==> src/rtl/tld_pkg.sv <==
// Package for the terminal input line discipline: payload structs, command
// codes, register indexes, character constants and the key mapping function.
// No dependencies.
`timescale 1ns / 1ps
`default_nettype none

package tld_pkg;

  localparam int BUFFER_DEPTH_DEFAULT = 128;

  localparam int CFG_INDEX_W = 3;
  localparam int CFG_DATA_W  = 1;

  typedef enum logic [1:0] {
    FUNC_KEY   = 2'd0,
    FUNC_READ  = 2'd1,
    FUNC_CLEAR = 2'd2
  } func_t;

  typedef enum logic [CFG_INDEX_W-1:0] {
    CFG_CANONICAL  = 3'd0,
    CFG_IGNORE_CR  = 3'd1,
    CFG_CR_TO_NL   = 3'd2,
    CFG_NL_TO_CR   = 3'd3,
    CFG_UPPER_LOW  = 3'd4,
    CFG_ECHO       = 3'd5
  } cfg_index_t;

  localparam logic [7:0] CH_CR    = 8'd13;
  localparam logic [7:0] CH_NL    = 8'd10;
  localparam logic [7:0] CH_DEL   = 8'h7F;
  localparam logic [7:0] CH_BS    = 8'h08;
  localparam logic [7:0] CH_UP_A  = 8'h41;
  localparam logic [7:0] CH_UP_Z  = 8'h5A;
  localparam logic [7:0] CASE_GAP = 8'h20;

  typedef struct packed {
    logic [1:0] func;
    logic [7:0] char_in;
  } in_item_t;

  typedef struct packed {
    logic [7:0] read_char;
    logic       read_valid;
    logic [7:0] echo_char;
    logic       echo_valid;
    logic       erase_echo;
    logic       wake;
    logic       dropped;
    logic       erase_refused;
    logic [7:0] stored_count;
    logic [7:0] lines_pending;
  } out_item_t;

  typedef struct packed {
    logic canonical_mode;
    logic ignore_cr;
    logic cr_to_nl;
    logic nl_to_cr;
    logic upper_to_lower;
    logic echo_enable;
  } cfg_t;

  typedef struct packed {
    logic       skip;
    logic [7:0] ch;
  } key_map_t;

  function automatic logic is_delim(input logic [7:0] c);
    return (c == CH_NL) || (c == CH_CR);
  endfunction

  // Canonical-mode input mapping: carriage return and newline handling, then case folding.
  function automatic key_map_t map_key(input logic [7:0] c, input cfg_t cfg);
    key_map_t m;
    m.skip = 1'b0;
    m.ch   = c;
    if (c == CH_CR) begin
      if (cfg.ignore_cr) begin
        m.skip = 1'b1;
      end else if (cfg.cr_to_nl) begin
        m.ch = CH_NL;
      end
    end else if (c == CH_NL) begin
      if (cfg.nl_to_cr) begin
        m.ch = CH_CR;
      end
    end
    if (cfg.upper_to_lower && (m.ch >= CH_UP_A) && (m.ch <= CH_UP_Z)) begin
      m.ch = m.ch + CASE_GAP;
    end
    return m;
  endfunction

endpackage

`default_nettype wire

==> src/rtl/tld_store.sv <==
// Byte ring storage for the line discipline: one write port and two
// registered read ports (oldest byte and newest byte) with write bypass.
// Depends on nothing but its parameters.
`timescale 1ns / 1ps
`default_nettype none

module tld_store #(
  parameter int BUFFER_DEPTH = 128,
  parameter int PTR_W        = 7
) (
  input  wire logic             clk,
  input  wire logic             we,
  input  wire logic [PTR_W-1:0] waddr,
  input  wire logic [7:0]       wdata,
  input  wire logic [PTR_W-1:0] head_addr,
  input  wire logic [PTR_W-1:0] tail_addr,
  output logic      [7:0]       head_data,
  output logic      [7:0]       tail_data
);

  logic [7:0] mem [BUFFER_DEPTH];

  // A byte written in this cycle is forwarded so the next item sees it.
  always_ff @(posedge clk) begin
    if (we) begin
      mem[waddr] <= wdata;
    end
    if (we && (waddr == head_addr)) begin
      head_data <= wdata;
    end else begin
      head_data <= mem[head_addr];
    end
    if (we && (waddr == tail_addr)) begin
      tail_data <= wdata;
    end else begin
      tail_data <= mem[tail_addr];
    end
  end

endmodule

`default_nettype wire

==> src/rtl/tld_engine.sv <==
// Item processing for the line discipline: pointer, full and delimiter
// bookkeeping, key mapping, erase handling and the registered result.
// Depends on tld_pkg.
`timescale 1ns / 1ps
`default_nettype none

module tld_engine #(
  parameter int BUFFER_DEPTH = 128,
  parameter int PTR_W        = 7,
  parameter int CNT_W        = 8
) (
  input  wire logic               clk,
  input  wire logic               rst,
  input  wire logic               item_valid,
  input  wire tld_pkg::in_item_t  item,
  input  wire tld_pkg::cfg_t      cfg,
  input  wire logic [7:0]         head_data,
  input  wire logic [7:0]         tail_data,
  output logic                    mem_we,
  output logic      [PTR_W-1:0]   mem_waddr,
  output logic      [7:0]         mem_wdata,
  output logic      [PTR_W-1:0]   head_addr,
  output logic      [PTR_W-1:0]   tail_addr,
  output logic                    done,
  output tld_pkg::out_item_t      out_item
);

  localparam logic [PTR_W-1:0] PTR_LAST  = PTR_W'(BUFFER_DEPTH - 1);
  localparam logic [PTR_W-1:0] PTR_ZERO  = '0;
  localparam logic [CNT_W-1:0] CNT_DEPTH = CNT_W'(BUFFER_DEPTH);

  logic [PTR_W-1:0] write_ptr, write_ptr_next;
  logic [PTR_W-1:0] read_ptr, read_ptr_next;
  logic             full_flag, full_flag_next;
  logic [CNT_W-1:0] delim_count, delim_count_next;

  tld_pkg::out_item_t res_next;
  tld_pkg::key_map_t  mapped;
  logic               do_push;
  logic               canon_wake;
  logic [7:0]         push_ch;
  logic               empty;
  logic [PTR_W-1:0]   wp_inc, wp_dec, rp_inc;
  logic [CNT_W-1:0]   stored_next;
  logic [CNT_W+7:0]   stored_ext, delim_ext;

  assign empty  = (write_ptr == read_ptr) && !full_flag;
  assign wp_inc = (write_ptr == PTR_LAST) ? PTR_ZERO : write_ptr + 1'b1;
  assign wp_dec = (write_ptr == PTR_ZERO) ? PTR_LAST : write_ptr - 1'b1;
  assign rp_inc = (read_ptr == PTR_LAST) ? PTR_ZERO : read_ptr + 1'b1;
  assign mapped = tld_pkg::map_key(item.char_in, cfg);

  always_comb begin
    write_ptr_next   = write_ptr;
    read_ptr_next    = read_ptr;
    full_flag_next   = full_flag;
    delim_count_next = delim_count;
    res_next         = '0;
    do_push          = 1'b0;
    canon_wake       = 1'b0;
    push_ch          = item.char_in;
    mem_we           = 1'b0;
    mem_waddr        = write_ptr;
    mem_wdata        = push_ch;

    if (item_valid) begin
      case (tld_pkg::func_t'(item.func))
        tld_pkg::FUNC_KEY: begin
          if (cfg.canonical_mode) begin
            push_ch = mapped.ch;
            if (mapped.skip) begin
              do_push = 1'b0;
            end else if ((mapped.ch == tld_pkg::CH_DEL) || (mapped.ch == tld_pkg::CH_BS)) begin
              // The newest byte is erased unless it closes a line.
              if (empty || tld_pkg::is_delim(tail_data)) begin
                res_next.erase_refused = 1'b1;
              end else begin
                write_ptr_next      = wp_dec;
                full_flag_next      = 1'b0;
                res_next.erase_echo = 1'b1;
              end
            end else begin
              do_push    = 1'b1;
              canon_wake = 1'b1;
              if (cfg.echo_enable) begin
                res_next.echo_char  = mapped.ch;
                res_next.echo_valid = 1'b1;
              end
            end
          end else begin
            do_push       = 1'b1;
            res_next.wake = 1'b1;
          end
        end
        tld_pkg::FUNC_READ: begin
          if (!empty) begin
            res_next.read_char  = head_data;
            res_next.read_valid = 1'b1;
            full_flag_next      = 1'b0;
            read_ptr_next       = rp_inc;
            if (tld_pkg::is_delim(head_data) && (delim_count != '0)) begin
              delim_count_next = delim_count - 1'b1;
            end
          end
        end
        tld_pkg::FUNC_CLEAR: begin
          write_ptr_next   = PTR_ZERO;
          read_ptr_next    = PTR_ZERO;
          full_flag_next   = 1'b0;
          delim_count_next = '0;
        end
        default: begin
          res_next = '0;
        end
      endcase
    end

    if (do_push) begin
      if (full_flag) begin
        res_next.dropped = 1'b1;
      end else begin
        mem_we         = 1'b1;
        mem_wdata      = push_ch;
        write_ptr_next = wp_inc;
        full_flag_next = (wp_inc == read_ptr);
        if (tld_pkg::is_delim(push_ch)) begin
          delim_count_next = delim_count + 1'b1;
        end
      end
    end

    if (canon_wake) begin
      res_next.wake = (delim_count_next != '0);
    end

    if (full_flag_next) begin
      stored_next = CNT_DEPTH;
    end else if (write_ptr_next >= read_ptr_next) begin
      stored_next = CNT_W'(write_ptr_next) - CNT_W'(read_ptr_next);
    end else begin
      stored_next = CNT_W'(write_ptr_next) + CNT_DEPTH - CNT_W'(read_ptr_next);
    end
    stored_ext             = {8'b0, stored_next};
    delim_ext              = {8'b0, delim_count_next};
    res_next.stored_count  = stored_ext[7:0];
    res_next.lines_pending = delim_ext[7:0];
  end

  // Storage reads for the next item are addressed from the updated pointers.
  assign head_addr = read_ptr_next;
  assign tail_addr = (write_ptr_next == PTR_ZERO) ? PTR_LAST : write_ptr_next - 1'b1;

  always_ff @(posedge clk) begin
    if (rst) begin
      write_ptr   <= '0;
      read_ptr    <= '0;
      full_flag   <= 1'b0;
      delim_count <= '0;
      done        <= 1'b0;
    end else begin
      write_ptr   <= write_ptr_next;
      read_ptr    <= read_ptr_next;
      full_flag   <= full_flag_next;
      delim_count <= delim_count_next;
      done        <= item_valid;
    end
  end

  always_ff @(posedge clk) begin
    out_item <= res_next;
  end

endmodule

`default_nettype wire

==> src/rtl/tty_input_line_discipline_top.sv <==
// Top level of the terminal input line discipline: command register,
// configuration registers, item engine and byte ring storage.
// Depends on tld_pkg, tld_engine and tld_store.
//
// Usage:
//   Command channel: an item (func, char_in) transfers at a rising edge where
//   start is high and busy is low. busy stays low, so one item can transfer
//   in every cycle. func selects a key byte, a read of one byte or a clear.
//   Result channel: every item gives exactly one result on out_item, marked
//   by done for one cycle. The item is registered, processed in one pass
//   against the ring pointers and the registered storage reads, and the
//   result is registered. Throughput is one item per cycle; the figure is
//   set by the pointer update in one pass and the one-write, two-read
//   storage, whose next reads are addressed from the updated pointers.
//   The receiver cannot stall; a result shown while done is high must be
//   taken in that cycle.
//   Configuration: cfg_we writes cfg_data to register cfg_index at the edge.
//   Reset: rst (synchronous) empties the buffer, clears the delimiter count
//   and restores the register defaults. No storage sweep follows reset.
`timescale 1ns / 1ps
`default_nettype none

module tty_input_line_discipline_top #(
  parameter int BUFFER_DEPTH = tld_pkg::BUFFER_DEPTH_DEFAULT
) (
  input  wire logic                                clk,
  input  wire logic                                rst,
  input  wire logic                                start,
  output logic                                     busy,
  input  wire tld_pkg::in_item_t                   in_item,
  output logic                                     done,
  output tld_pkg::out_item_t                       out_item,
  input  wire logic                                cfg_we,
  input  wire logic [tld_pkg::CFG_INDEX_W-1:0]     cfg_index,
  input  wire logic [tld_pkg::CFG_DATA_W-1:0]      cfg_data
);

  localparam int PTR_W = $clog2(BUFFER_DEPTH);
  localparam int CNT_W = $clog2(BUFFER_DEPTH + 1);

  logic              item_valid;
  tld_pkg::in_item_t item;
  tld_pkg::cfg_t     cfg;

  logic             mem_we;
  logic [PTR_W-1:0] mem_waddr;
  logic [7:0]       mem_wdata;
  logic [PTR_W-1:0] head_addr;
  logic [PTR_W-1:0] tail_addr;
  logic [7:0]       head_data;
  logic [7:0]       tail_data;

  assign busy = 1'b0;

  always_ff @(posedge clk) begin
    if (rst) begin
      item_valid <= 1'b0;
    end else begin
      item_valid <= start && !busy;
    end
  end

  always_ff @(posedge clk) begin
    if (start && !busy) begin
      item <= in_item;
    end
  end

  always_ff @(posedge clk) begin
    if (rst) begin
      cfg.canonical_mode <= 1'b1;
      cfg.ignore_cr      <= 1'b0;
      cfg.cr_to_nl       <= 1'b1;
      cfg.nl_to_cr       <= 1'b0;
      cfg.upper_to_lower <= 1'b0;
      cfg.echo_enable    <= 1'b1;
    end else if (cfg_we) begin
      case (tld_pkg::cfg_index_t'(cfg_index))
        tld_pkg::CFG_CANONICAL: cfg.canonical_mode <= cfg_data[0];
        tld_pkg::CFG_IGNORE_CR: cfg.ignore_cr      <= cfg_data[0];
        tld_pkg::CFG_CR_TO_NL:  cfg.cr_to_nl       <= cfg_data[0];
        tld_pkg::CFG_NL_TO_CR:  cfg.nl_to_cr       <= cfg_data[0];
        tld_pkg::CFG_UPPER_LOW: cfg.upper_to_lower <= cfg_data[0];
        tld_pkg::CFG_ECHO:      cfg.echo_enable    <= cfg_data[0];
        default: begin
          cfg <= cfg;
        end
      endcase
    end
  end

  tld_engine #(
    .BUFFER_DEPTH (BUFFER_DEPTH),
    .PTR_W        (PTR_W),
    .CNT_W        (CNT_W)
  ) u_engine (
    .clk        (clk),
    .rst        (rst),
    .item_valid (item_valid),
    .item       (item),
    .cfg        (cfg),
    .head_data  (head_data),
    .tail_data  (tail_data),
    .mem_we     (mem_we),
    .mem_waddr  (mem_waddr),
    .mem_wdata  (mem_wdata),
    .head_addr  (head_addr),
    .tail_addr  (tail_addr),
    .done       (done),
    .out_item   (out_item)
  );

  tld_store #(
    .BUFFER_DEPTH (BUFFER_DEPTH),
    .PTR_W        (PTR_W)
  ) u_store (
    .clk       (clk),
    .we        (mem_we),
    .waddr     (mem_waddr),
    .wdata     (mem_wdata),
    .head_addr (head_addr),
    .tail_addr (tail_addr),
    .head_data (head_data),
    .tail_data (tail_data)
  );

endmodule

`default_nettype wire

==> config.mk <==
export PLATFORM = sky130hd
export DESIGN_NAME = tty_input_line_discipline_top
export DESIGN_NICKNAME = d
export VERILOG_FILES = /design/src/rtl/tld_pkg.sv /design/src/rtl/tld_store.sv /design/src/rtl/tld_engine.sv /design/src/rtl/tty_input_line_discipline_top.sv
export SDC_FILE = /design/constraint.sdc
export NUM_CORES = 1
export LEC_CHECK = 0
export ABC_CLOCK_PERIOD_IN_PS = 7830
export BUFFER_PORTS_ARGS = -buffer_cell sky130_fd_sc_hd__buf_2
export CAP_MARGIN = 20
export CELL_PAD_IN_SITES_DETAIL_PLACEMENT = 0
export CELL_PAD_IN_SITES_GLOBAL_PLACEMENT = 1
export CORE_MARGIN = 2
export CORE_UTILIZATION = 52
export CTS_BUF_LIST = sky130_fd_sc_hd__clkbuf_8
export DETAILED_ROUTE_END_ITERATION = 6
export PLACE_DENSITY_LB_ADDON = 0.1
export SYNTH_ARGS = -nofsm -noshare
export SYNTH_HDL_FRONTEND = slang
export SYNTH_SLANG_ARGS = --single-unit
export TNS_END_PERCENT = 1
==> constraint.sdc <==
create_clock -name clk -period 7.83 [get_ports clk]
set_clock_uncertainty 0.2 [all_clocks]
set_input_delay 1.1745 -clock clk [delete_from_list [all_inputs] [get_ports clk]]
set_output_delay 1.1745 -clock clk [all_outputs]
set_load 0.05 [all_outputs]
; Yosys cells after proc, flatten, opt, wreduce, memory -nomap -nowiden
; Memory sizes are Yosys's and may differ from the RTL's. A register that Yosys moved wholly into a read port is not among the register bits.
; Cells that the tools add are included.
[classes]
reduce_logical = 27
muxes = 71
n_eq_ne = 21
bitwise_logic = 6
add_sub_neg = 10
n_lt_le_gt_ge = 3
[op_table]
columns = op, count
row1 = 8-bit two-way mux, 18
row2 = 7-bit two-way mux, 13
row3 = 8-bit by 4-bit equality test with 1-bit output (second input constant), 9
row4 = 1-bit two-way mux, 33
row5 = 7-bit case mux with 2 select lines, 2
row6 = 19-bit two-way mux, 1
row7 = 9-bit two-way mux, 2
row8 = 8-bit case mux with 2 select lines, 1
row9 = 8-bit nonzero test, 2
row10 = 7-bit by 1-bit adder with 7-bit output (second input constant), 2
row11 = 7-bit equality test, 2
row12 = 7-bit equality test (second input constant), 2
row13 = 7-bit zero test, 2
row14 = 2-bit AND reduction, 7
row15 = 7-bit by 1-bit subtractor with 7-bit output (second input constant), 2
row16 = 5-bit OR reduction, 2
row17 = 7-bit by 8-bit adder with 8-bit output (second input constant), 1
row18 = 8-bit by 1-bit adder with 8-bit output (second input constant), 1
row19 = 8-bit by 6-bit adder with 8-bit output (second input constant), 1
row20 = 8-bit by 7-bit equality test with 1-bit output (second input constant), 1
row21 = 8-bit by 7-bit greater-or-equal comparator with 1-bit output (second input constant), 1
row22 = 8-bit by 7-bit <= comparator with 1-bit output (second input constant), 1
row23 = 7-bit by 7-bit subtractor with 8-bit output, 1
row24 = 8-bit by 1-bit subtractor with 8-bit output (second input constant), 1
row25 = other kinds (16), 30
[word_totals]
out_inout_bits = 40
memories = 1
ff_bits = 79
in_bits = 18
ram_bits = 1024
[mem_list]
columns = memory, words, width, rd, rd_ports_with_merged_regs, write_ports, line
row1 = u_store.mem, 128, 8, 2, 2, 1, tld_store.sv:21  ; logic [7:0] mem [BUFFER_DEPTH];

; Logic depth before layout (Yosys ltp)
[depth]
depth_word = 19
depth_mapped = 29
ltp_nobuf = 20

; Modules after synthesis
; Synthesis repeated with hierarchy kept, for this count alone.
[hier_totals]
cells_unflattened = 2614
hier_area_um2 = 52470.3
[modules_own_cells]
columns = module, n_inst, cells_per_inst, area_each_um2
row1 = tld_store, 1, 2061, 47808.4
row2 = tld_engine, 1, 512, 4028.9
row3 = tty_input_line_discipline_top, 1, 41, 633.1

; Worst setup path after synthesis
; Ideal clock, no wire load.
[synth_path]
kind = register to register
startpoint = register item[0] (netlist name)
endpoint = memory u_store.mem[0][0], data pin
t_required_ns = 6.433
t_arrival_ns = 6.926
stages_incl_launch_ff = 11
setup_slack_ns = -0.493
path_buffers = 2
setup_time_ns = 1.197
cell_sequence = edfxtp_1 clkbuf_1 and4_1 nand4_1 a21oi_1 o21ai_0 nand3_1 buf_2 nor4_1 nor2_1 o21ai_0
[synth_between]
elab_chain_len = 15
word_cells_on_any_way = 27
cone_classes = 1 x add/sub / 2 x order compare / 4 x eq/ne / 17 x mux / 3 x reduce/logical
[synth_rtl]
columns = item, line
row1 = "8-bit by 4-bit equality test with 1-bit output, or another cell as far along", tld_pkg.sv:84  ; end else if (c == CH_NL) begin
row2 = 8-bit two-way mux (on tied branches), "tld_pkg.sv:84, tld_pkg.sv:79"
row3 = 8-bit two-way mux, tld_pkg.sv:78  ; if (c == CH_CR) begin
row4 = 8-bit by 7-bit greater-or-equal comparator with 1-bit output, tld_pkg.sv:89  ; if (cfg.upper_to_lower && (m.ch >= CH_UP_A) && (m.ch <= CH_UP_Z)) begin
row5 = 1-bit logical AND (2 in a row), tld_pkg.sv:89
row6 = 8-bit two-way mux, tld_pkg.sv:89
row7 = 8-bit by 7-bit equality test with 1-bit output or 8-bit by 4-bit equality test with 1-bit output (tied branches), tld_engine.sv:73  ; end else if ((mapped.ch == tld_pkg::CH_DEL) || (mapped.ch == tld_pkg::CH_BS)) begin
row8 = 1-bit logical OR, tld_engine.sv:73
row9 = 1-bit two-way mux, tld_engine.sv:73
row10 = 1-bit two-way mux, tld_engine.sv:71  ; if (mapped.skip) begin
row11 = 1-bit two-way mux, tld_engine.sv:69  ; if (cfg.canonical_mode) begin
row12 = 1-bit two-way mux, tld_engine.sv:67  ; case (tld_pkg::func_t'(item.func))
row13 = 1-bit two-way mux, tld_engine.sv:66  ; if (item_valid) begin
row14 = 8-bit two-way mux (*), tld_engine.sv:118  ; if (do_push) begin
row15 = via mem_wdata[0], tty_input_line_discipline_top.sv:47  ; logic [7:0] mem_wdata;
row16 = end: declaration, tld_store.sv:21
; The timed path passes the listed nets; every way through them passes the cells marked *.

==> run summary <==
routed vias/inst - 6.934
post-DR wirelength/cell - 34.99 um
hpwl dp - 109200 um
share of cells above drive strength 1 - 0.2920
post-cts hold buffer count - 0
Syn Area/Cell - 17.28 um^2
Ys Warns - 0
Die X-Extent - 317.5 um
antenna violations before repair - 7
Seq/Total Area, Yosys - 0.6400
Comb pwr share - 0.075
Post-Syn Nets - 2997
vias in the first global route - 31640
Fillers - 7387
P&R area growth vs syn - 11.64%
ys flop type - edfxtp_1
IO Count - 58
DR DRC count - 0
port buffer count - 56
post-CTS setup buffers - 0
Post-DP Area - 53250 um^2
sw frac - 0.2463
first-pass GRT wire length - 226900 um
critical path data arrival time - 7700 ps
nets@finish - 3155
#FFs+latches synth - 1117
placed cells - 4196
core area - 96990 um^2
synth top area cells - edfxtp_1, mux4_2, dfxtp_1
outcome - finished clean
synthesized instance count - 2957
slowest stage delay, CP - 850 ps
Hold Fails Final Rpt - 0
CP max-delay cell - dfxtp_4
Final setup viols - 0
post-layout min period - 7191 ps
max frequency - 139.1 MHz
total track usage - 0.3166
total leakage power - 17.96 nW
CTS tree - yes
die area - 100800 um^2
GP Congestion - 0.9203
DRT Pass-1 Iters - 6
period utilization - 0.9184
Num CTS Buffers - 183
Reg2Reg Setup Slack - 640 ps
top cell type's share of synthesized area - 0.6075
row count - 114
final total power - 0.01272 W
Root Driver - clkbuf_8
Startpoint Class - register
HP Class - register to register
max-slew violation count - 0
buffers and inverters on the worst path - 2
RSZ-0062 raised after global routing - false
worst-margin pin slew - 1244 ps
clock power share - 0.403
Finished Layout Cells - 4556
Max-Cap Viols - 0
Clk Latency, worst-skew pair - 880 ps
largest net degree at the start of global routing - 97
Critical Path RT - 8340 ps
Worst-path clk slew - 60 ps
sequential power share - 0.522
Post-synth EDFFs - 1034
grt total ovfl - 0
Setup TNS - 0 ps
asr flop ratio synth - 0
Slew HR - 0.1677
WS Path Type - register to register
starting density of the core - 0.5269
Power Internal - 0.009588 W
Antenna Nets Post-Route - 0
final wirelength - 159400 um
Starting DRT DRC Count - 3944
Synth Cell Area - 51110 um^2
Longest Clk Path Bufs - 3
Via Count - 31591
Die Y - 317.5 um
Finished Cell Area - 57050 um^2
Synth area leader - edfxtp_1
synth unique cells - 84
Post-CTS Resized - 0
pwr dens - 223.0 nW/um^2
crit path max fanout - 39
CP top delay family - compound AO/OA/AOI/OAI gates
Worst VDD drop - 0.1907 mV
CP dominant cell by count - a21o_1
CP cell instances - buf_12, mux4_2, mux2i_1, o211ai_1, a21oi_1, or4b_1, or4b_1, a2111oi_4, or2_2, o311a_1, inv_1, fa_1, a21o_1, a21o_1, a21o_1, a21oi_1, o21ai_0, xnor2_1, nand3b_1, nand2_1
H-tree depth - 4
clock sinks - 1117
Switching Power - 0.003133 W
Setup crit end kind - register
-- synth_stat cells (39+ instances only) --
master and number:
clkbuf_1 101, nor4_1 58, nor3_1 103, edfxtp_1 1034, a21oi_1 61, nor2_1 281, buf_2 55, inv_1 42
nand2_1 91, dfxtp_1 83, mux4_2 472, mux2i_1 39, a211oi_1 40
-- flip-flops by register name, summed over array words and instances, names as in the netlist, named ones only --
register              cells
cfg                       6
item                     10
item_valid                1
u_engine.delim_count      8
u_engine.done             1
u_engine.full_flag        1
u_engine.mem_waddr        7
u_engine.out_item        38
u_engine.read_ptr         7
u_store.mem            1024
-- stage by stage --
step	hold slack, ps	setup WS (ps)	util
after floorplan	235.1	1087	-
after global placement	254.5	140.9	0.5473
after detailed placement	258.6	551.3	0.5490
after CTS	223.9	523.1	0.5867
after global routing	239.6	295.5	0.5882
final	266.6	639.0	0.5882
-- cells by family after synthesis --
kind of cell | after synthesis | share of synthesized area
flops | 1117 | 0.6400
simple gates | 708 | 0.06710
mux | 518 | 0.2172
compound gates | 319 | 0.04446
buf+inv | 247 | 0.02132
xor+xnor | 25 | 0.004284
fa+ha+maj | 22 | 0.005533
other cells | 1 | 0.00007337
-- final cells by class --
class,instances,area (um^2),share of cell area
well taps,1276,1597,0.02798
repair buffers,173,1448,0.02537
clock buffers,194,2670,0.04680
clock inverters,147,984.7,0.01726
inverters,47,176.4,0.003092
diodes,9,22.52,0.0003947
multi-input cells,1593,17420,0.3053
flip-flops and latches,1117,32740,0.5738
-- path summary, 6_finish.rpt --
check / start / to / cells past startpoint
setup / recovery: register / u_engine.out_item[15] / 20
hold / removal: cfg[0] / cfg[0] / 1
setup reg to reg: register / u_engine.out_item[15] / 20
hold reg to reg: cfg[0] / cfg[0] / 1
-- routing by layer --
| layer | share of wire | vias up | track usage |
|---|---|---|---|
| met5 | 0.00029 | - | 0 |
| met4 | 0.034 | 6 | 0.1158 |
| met3 | 0.11 | 332 | 0.08413 |
| met2 | 0.47 | 2071 | 0.4973 |
| met1 | 0.38 | 16513 | 0.4299 |
| li1 | - | 12669 | - |
-- power groups by stage --
stage | clock network (W) | logic, W | registers [W]
4_1_cts | 0.00517 | 0.000929 | 0.00665
5_1_grt | 0.00544 | 0.000995 | 0.00664
2_1_floorplan | 0 | 0.000559 | 0.00678
3_3_place_gp | 0 | 0.000913 | 0.00677
6_report | 0.00513 | 0.000952 | 0.00664
3_5_place_dp | 0 | 0.000929 | 0.00678
-- placed cells by master (no fill, tap or decap), types with 12 or more instances in the layout --
master	Yosys	layout
clkbuf_8	0	194
a221oi_1	12	12
buf_12	0	13
nand3_1	32	32
nand2b_1	15	14
edfxtp_1	1034	1034
and2_1	15	15
nand2_1	91	91
clkinv_2	0	35
inv_1	42	84
buf_6	8	12
nand4_1	15	15
clkinv_1	2	42
nor2_1	281	279
o21ai_0	34	32
nor4_1	58	54
buf_4	6	85
a211oi_1	40	40
o22ai_1	23	23
ha_1	21	21
dfxtp_1	83	74
xor2_1	16	16
nor2b_1	20	20
o211ai_1	17	17
a21oi_1	61	60
mux2i_1	39	39
mux4_2	472	472
or3_1	16	16
nor3_1	103	102
buf_2	55	57
and3_1	15	15
a21o_1	14	14
Power figures use the tool's default switching activity.
